==> config.mk <==
export PLATFORM = sky130hd
export DESIGN_NAME = hll_ctrl
export DESIGN_NICKNAME = d
export VERILOG_FILES = /design/src/hw/rtl/hll_pkg.sv /design/src/hw/rtl/hll_ctrl.sv
export SDC_FILE = /design/constraint.sdc
export NUM_CORES = 1
export LEC_CHECK = 0
export ABC_AREA = 1
export BUFFER_PORTS_ARGS = -buffer_cell sky130_fd_sc_hd__buf_2
export CORE_AREA = 2 2 39 41
export CTS_BUF_LIST = sky130_fd_sc_hd__clkbuf_4 sky130_fd_sc_hd__clkbuf_8
export DETAILED_ROUTE_END_ITERATION = 12
export DIE_AREA = 0 0 41 43
export GPL_TIMING_DRIVEN = 0
export PLACE_DENSITY = 0.44
export SYNTH_ARGS = -nofsm -noshare
export SYNTH_HDL_FRONTEND = slang
export SYNTH_SLANG_ARGS = --single-unit
export TNS_END_PERCENT = 10
==> constraint.sdc <==
create_clock -name clk -period 0.9 [get_ports clk]
set_input_delay 0.045 -clock clk [delete_from_list [all_inputs] [get_ports clk]]
set_output_delay 0.045 -clock clk [all_outputs]
set_load 0.02 [all_outputs]
==> src/hw/rtl/hll_pkg.sv <==
// ----------------------------------------------------------------------------
// hll_pkg
// shared constants, types and helper functions for the hyperloglog register
// file
// ----------------------------------------------------------------------------
package hll_pkg;

  localparam int MAX_BUCKET_BITS = 16;
  localparam int MIN_BUCKET_BITS = 4;
  localparam int BITS_W          = 5;
  localparam int REG_W           = 5;
  localparam int HASH_W          = 32;
  localparam int IDX_W           = MAX_BUCKET_BITS;
  localparam int SUM_W           = 49;
  localparam int EMPTY_W         = 17;
  localparam int FRAC_W          = 32;
  localparam int IN_DATA_W       = 56;
  localparam int OUT_DATA_W      = 88;

  localparam logic [REG_W-1:0]  MAX_REG_VALUE = REG_W'(29);
  localparam logic [BITS_W-1:0] BITS_RESET    = BITS_W'(MIN_BUCKET_BITS);

  typedef enum logic [1:0] {
    OP_ADD   = 2'd0,
    OP_MERGE = 2'd1,
    OP_CLEAR = 2'd2,
    OP_NOP   = 2'd3
  } op_t;

  typedef enum logic [2:0] {
    ST_INIT,
    ST_IDLE,
    ST_READ,
    ST_UPDATE,
    ST_CLEAR
  } state_t;

  typedef struct packed {
    logic capture;
    logic rd_en;
    logic commit;
    logic clr_wr;
  } dp_cmd_t;

  typedef struct packed {
    logic clr_last;
  } dp_status_t;

  // leading zero count, input never zero
  function automatic logic [4:0] clz32(input logic [HASH_W-1:0] v_in);
    logic [HASH_W-1:0] v;
    logic [4:0]        n;
    v = v_in;
    n = '0;
    if (v[31:16] == '0) begin
      n = n + 5'd16;
      v = {v[15:0], 16'd0};
    end
    if (v[31:24] == '0) begin
      n = n + 5'd8;
      v = {v[23:0], 8'd0};
    end
    if (v[31:28] == '0) begin
      n = n + 5'd4;
      v = {v[27:0], 4'd0};
    end
    if (v[31:30] == '0) begin
      n = n + 5'd2;
      v = {v[29:0], 2'd0};
    end
    if (!v[31]) begin
      n = n + 5'd1;
    end
    return n;
  endfunction

  // 2^-r with FRAC_W fractional bits
  function automatic logic [SUM_W-1:0] weight_of(input logic [REG_W-1:0] r);
    return SUM_W'(1) << (6'(FRAC_W) - {1'b0, r});
  endfunction

endpackage

==> src/hw/rtl/hll_ctrl.sv <==
// ----------------------------------------------------------------------------
// hll_ctrl
// sequencer for the hyperloglog register file: init sweep, read, update,
// clear sweep and result handshake
// ----------------------------------------------------------------------------
module hll_ctrl (
  input  logic               clk,
  input  logic               rst_n,
  input  logic               in_tvalid,
  output logic               in_tready,
  input  hll_pkg::op_t       in_op,
  output logic               out_tvalid,
  input  logic               out_tready,
  output hll_pkg::dp_cmd_t   dp_cmd,
  input  hll_pkg::dp_status_t dp_status
);
  import hll_pkg::*;

  state_t state_r, state_nxt;
  logic   out_valid_r, out_valid_nxt;
  logic   accept;
  logic   out_free;

  assign accept     = in_tvalid && in_tready;
  assign out_free   = !out_valid_r || out_tready;
  assign out_tvalid = out_valid_r;

  always_comb begin
    state_nxt = state_r;
    case (state_r)
      ST_INIT: begin
        if (dp_status.clr_last) state_nxt = ST_IDLE;
      end
      ST_IDLE: begin
        if (accept) begin
          case (in_op)
            OP_CLEAR: state_nxt = ST_CLEAR;
            OP_NOP:   state_nxt = ST_UPDATE;
            default:  state_nxt = ST_READ;
          endcase
        end
      end
      ST_READ: begin
        state_nxt = ST_UPDATE;
      end
      ST_UPDATE: begin
        if (out_free) state_nxt = ST_IDLE;
      end
      ST_CLEAR: begin
        if (dp_status.clr_last) state_nxt = ST_UPDATE;
      end
      default: begin
        state_nxt = ST_IDLE;
      end
    endcase
  end

  always_comb begin
    in_tready      = 1'b0;
    dp_cmd         = '0;
    case (state_r)
      ST_INIT: begin
        dp_cmd.clr_wr = 1'b1;
      end
      ST_IDLE: begin
        in_tready      = 1'b1;
        dp_cmd.capture = in_tvalid;
      end
      ST_READ: begin
        dp_cmd.rd_en = 1'b1;
      end
      ST_UPDATE: begin
        dp_cmd.commit = out_free;
      end
      ST_CLEAR: begin
        dp_cmd.clr_wr = 1'b1;
      end
      default: begin
        dp_cmd = '0;
      end
    endcase
  end

  always_comb begin
    out_valid_nxt = out_valid_r;
    if (dp_cmd.commit) begin
      out_valid_nxt = 1'b1;
    end else if (out_tready) begin
      out_valid_nxt = 1'b0;
    end
  end

  always_ff @(posedge clk) begin
    if (!rst_n) begin
      state_r     <= ST_INIT;
      out_valid_r <= 1'b0;
    end else begin
      state_r     <= state_nxt;
      out_valid_r <= out_valid_nxt;
    end
  end

endmodule

# Word level (Yosys, flattened, before mapping)
# Index checks and enable logic that the tools add are counted.
[totals]
regBits = 4
latchBits = 0
ramBits = 0
romBits = 0
inputBits = 7
out_inout_bits = 6
elab_cells = 32
mem_count = 0
[op_classes]
add_sub_neg = 0
multipliers = 0
div = 0
order_cmp = 0
eq_ne = 10
n_shift = 0
mux = 13
bitwise = 0
n_reduce_logical = 7
[ops]
columns = ["cell", "n"]
rows = [
  ["3-bit one-hot mux with 5 select lines", 1],
  ["3-bit 2-to-1 mux", 4],
  ["2-bit != test (second input constant)", 4],
  ["1-bit 2-to-1 mux", 7],
  ["3-bit by 2-bit equality test with 1-bit output (second input constant)", 2],
  ["3-bit one-hot mux with 2 select lines", 1],
  ["2-bit equality test (second input constant)", 2],
  ["4-bit AND reduction", 1],
  ["3-bit by 1-bit equality test with 1-bit output (second input constant)", 1],
  ["3-bit equality test (second input constant)", 1],
  ["3-bit zero test", 1],
  ["2-bit nonzero test", 1],
  ["2-bit OR reduction", 1],
  ["1-bit logical AND", 1],
  ["1-bit zero test", 1],
  ["1-bit logical OR", 1],
]

# Longest topological paths before layout
[logic_depth]
word_depth = 5
mapped_depth = 7
ltp_nobuf = 7

# Worst setup path before layout
# OpenSTA, ideal clock, no wires.
[synth_path]
path_type = "register -> register"
from = "reg state_r[0]"
to = "reg state_r[1]"
setup_time_ns = 0.113
t_arrival_ns = 1.072
t_required_ns = 0.787
slack_ns = -0.284
path_stages_with_launch = 7
n_path_buf = 0
period_less_slack_ns = 1.184
cell_sequence = "dfxtp_1 nor2_1 nand2_1 nand3_2 nor2_1 nor2_1 nor2_1"
[synth_via]
elab_chain_cells = 5
elab_cells_between_ends = 13
cone_classes = "eq/ne (8); mux (2); reduce/logical (3)"
[synth_rtl]
columns = ["element", "line_no", "text"]
rows = [
  ["from (decl)", "hll_ctrl.sv:19", "state_t state_r, state_nxt;"],
  ["from (signal assigned)", "hll_ctrl.sv:98", "state_r <= state_nxt;"],
  ["3-bit by 1-bit equality test with 1-bit output", "hll_ctrl.sv:30, hll_ctrl.sv:61", ""],
  ["1-bit 2-to-1 mux", "hll_ctrl.sv:61", "case (state_r)"],
  ["1-bit logical AND", "hll_ctrl.sv:24", "assign accept = in_tvalid && in_tready;"],
  ["2-bit != test (no line)", "-", ""],
  ["4-bit AND reduction (no line)", "-", ""],
]
# Several ways; a longest one is shown, not always the timed one.
# A chain may end at the register's enable or synchronous reset.

# Worst setup path in the final report
[layout_path]
from = "reg state_r[2]"
to = "reg state_r[1]"
# Same word-level chain as after synthesis.

==> results by group <==
Global routing
  – Vias in the first global route: around 280
  – Total track usage: a little under a tenth
  – Total grt overflow: 0
  – Largest net degree at the start of global routing: 5
  – Initial antenna violation count: 0
  – Global-route wire length before repair: ~1100 µm

Layout
  – Multi-input gate area: around 180 µm²
  – Fraction of layout cells with a size suffix above 1: 60.6%
  – # diodes: 0
  – Final std cells w/o fill: between 80 and 90
  – Post-layout nets: 75
  – Area delta synth->final: 80.3%
  – Final Cell Area: between 400 and 500 µm²
  – # fillers: 157
  – Register Area: roughly 95 µm²

Route
  – Drt pass-1 iters: 4
  – DR WL/cell: roughly 7.5 µm
  – DR vias: between 300 and 400
  – Via density: 3.90
  – Post-DRT Antenna Nets: 0
  – Drt total wl: between 600 and 700 µm
  – DRC Markers: 0
  – DR iter-0 viols: 6

Job
  – Max cap viols: 0

Power
  – Power Density: between 1500 and 2000 nW/µm²
  – Max IR drop VDD: slightly above 0.0005 V
  – Cell leakage power: 0.265 nW

CTS
  – Root Driver: clkbuf_4
  – CTS buffer count: 3
  – CTS tree: built
  – H-Tree Depth: 1
  – Clock Path Buffers: 2
  – Worst-path clk slew: roughly 0.040 ns
  – # clock sinks: 4
  – Clock latency on the worst-skew pair: ~0.23 ns

Placed design
  – Port buffer count: 12
  – Detailed Place HPWL: a little under 500 µm
  – Placed cell area: 387 µm²
  – Dpl cells: 77
  – Routability cong.: 0.709

Worst setup path
  – Crit path kind: reg2reg
  – Critical Path Source Type: flop
  – Crit-path max FO: 4
  – FF-to-FF End: state_r[1]
  – R2R setup slack: -0.18 ns
  – R2r worst-path depth: 7
  – CP Data Arrival Time: 1.20 ns
  – Worst setup EP type: flop
  – Reg2reg start: state_r[2]
  – CP Data Required Time: around 1 ns

STA
  – Fin crit share: 120%
  – Slew HR: about nine tenths
  – Min Hold Slack: roughly 0.041 ns
  – # setup viols final: 8
  – Final Max Tran Viols: 0
  – Final setup TNS: -0.988 ns
  – Minimum clock period: about 1.1 ns
  – Clk_skew: around 0.0027 ns
  – Worst Max-Slew Pin Slew: ~0.17 ns
  – Unrepaired setup endpoints after global routing: true
  – Worst setup margin: -0.177 ns
  – Hold Fails Final Rpt: 0
  – Max Clk Rate: between 900 and 1000 MHz

Min path
  – HP Class: in2reg
  – Hold path endpoint: state_r[2]
  – Hold path start: rst_n
  – Cell depth of the worst min-delay path: 3

Synthesis
  – Synthesized Nets: between 50 and 60
  – Number of synthesized flops with an enable pin: 0
  – Synth Register Bits: 4
  – Sequential element share of the synthesized area: between 20% and 30%
  – Syn avg cell area: ~5.6 µm²
  – Count leader, synth: nor2_1
  – Yosys Warn Count: 0
  – Synth area leaders: dfxtp_1 (29%), nor2_1 (19%), inv_1 (15%)
  – Syn Inst Count: a little under 50
  – Area leader, netlist: dfxtp_1
  – Mapped Area: between 200 and 300 µm²
  – Synth Flop Type: dfxtp_1
  – Commonest cells post-synth: nor2_1 (14), inv_1 (11), nand2_1 (10)
  – Top-area cell type share of the netlist area: 29.4%
  – Async set-reset flop share out of synthesis: 0%
  – Unique masters post-synth: 10

Floorplan
  – Die W: ~41 µm
  – Cell row count: 14
  – Chip height: around 43 µm
  – Die ar.: roughly 1800 µm²
  – Num ports: 13
  – Total core area: roughly 1400 µm²
  – Initial Util: between 10% and 20%

Status
  – Failing checks: negative setup slack
  – Status: finished, violations left
## what timing repair did
action / 4_1_cts / 5_1_grt
pin swaps: 2 / 4
resized for setup: 17 / 7
setup endpoints to repair: 8 / 8
hold buffers: 0 / 0
setup buffers: 4 / 0
## power by group
part           internal [W]  switching, W
Combinational      0.000187      0.000197
Clock              0.000149     0.0000672
Sequential         0.000205     0.0000364
Total              0.000541      0.000300
## worst max-delay path, cell delays in order, from the launching register on
cell and delay (ns):
dfxtp_4 0.36, buf_4 0.15, nor2_4 0.09, nand3_2 0.09, nand3_2 0.09, nor2_1 0.05, nor2_1 0.10, nor2_1 0.04
## per-layer routing
metal	share of wire (%)	track usage [%]	vias to the layer above
li1	-	-	178
met3	4.7	1.57	2
met4	1.9	8.00	0
met5	0	0	-
met2	47	11.9	9
met1	47	11.9	131
## placed cells by master (no fill, tap or decap)
cell type	netlist	layout
nor2_1	14	10
inv_1	11	7
nand2_1	10	7
buf_2	0	7
buf_6	0	6
dfxtp_4	0	4
nand2_2	0	3
nor2_2	1	3
nand3_2	1	3
clkbuf_4	0	3
buf_4	2	3
inv_2	0	2
inv_4	0	2
nor2_4	0	2
nor3_2	0	1
nand3_1	3	1
a21oi_1	2	1
a21oi_2	0	1
## cell families after synthesis
kind of cell           Yosys count  synth area share (%)
flip-flops                       4                  29.4
AO/OA/AOI/OAI                    2                  3.67
buffers and inverters           13                  20.6
AND/OR/NAND/NOR                 30                  46.3
## sequential cells by signal, summed over array words and instances, names as in the netlist
signal	cells
out_tvalid	1
state_r	3
## how the worst max path moves through the flow
stage / end / slack [ns] / cells past startpoint / from
6_report: state_r[1] / -0.18 / 7 / state_r[2]
5_1_grt: state_r[1] / -0.25 / 7 / state_r[2]
4_1_cts: in_tready / -0.17 / 5 / state_r[2]
3_5_place_dp: state_r[1] / -0.19 / 7 / state_r[2]
3_3_place_gp: state_r[1] / -0.19 / 7 / state_r[2]
2_1_floorplan: state_r[1] / -0.05 / 7 / state_r[0]
## stage by stage
stage / power [W] / utilization (%) / setup slack, ns
after floorplan: 0.000439 / - / -0.0544
after global placement: 0.000511 / 27.9 / -0.189
after detailed placement: 0.000511 / 27.9 / -0.192
after CTS: 0.000824 / 33.9 / -0.170
after global routing: 0.000910 / 35.5 / -0.246
final: 0.000841 / 35.5 / -0.177
## layout make-up
cell class,count,share of cell area (%)
repair buffers,16,25.4
multi-input cells,32,37.2
clock buffers,3,4.58
well taps,16,4.07
flip-flops and latches,4,19.3
inverters,11,9.41
Power figures use the tool's default switching activity.
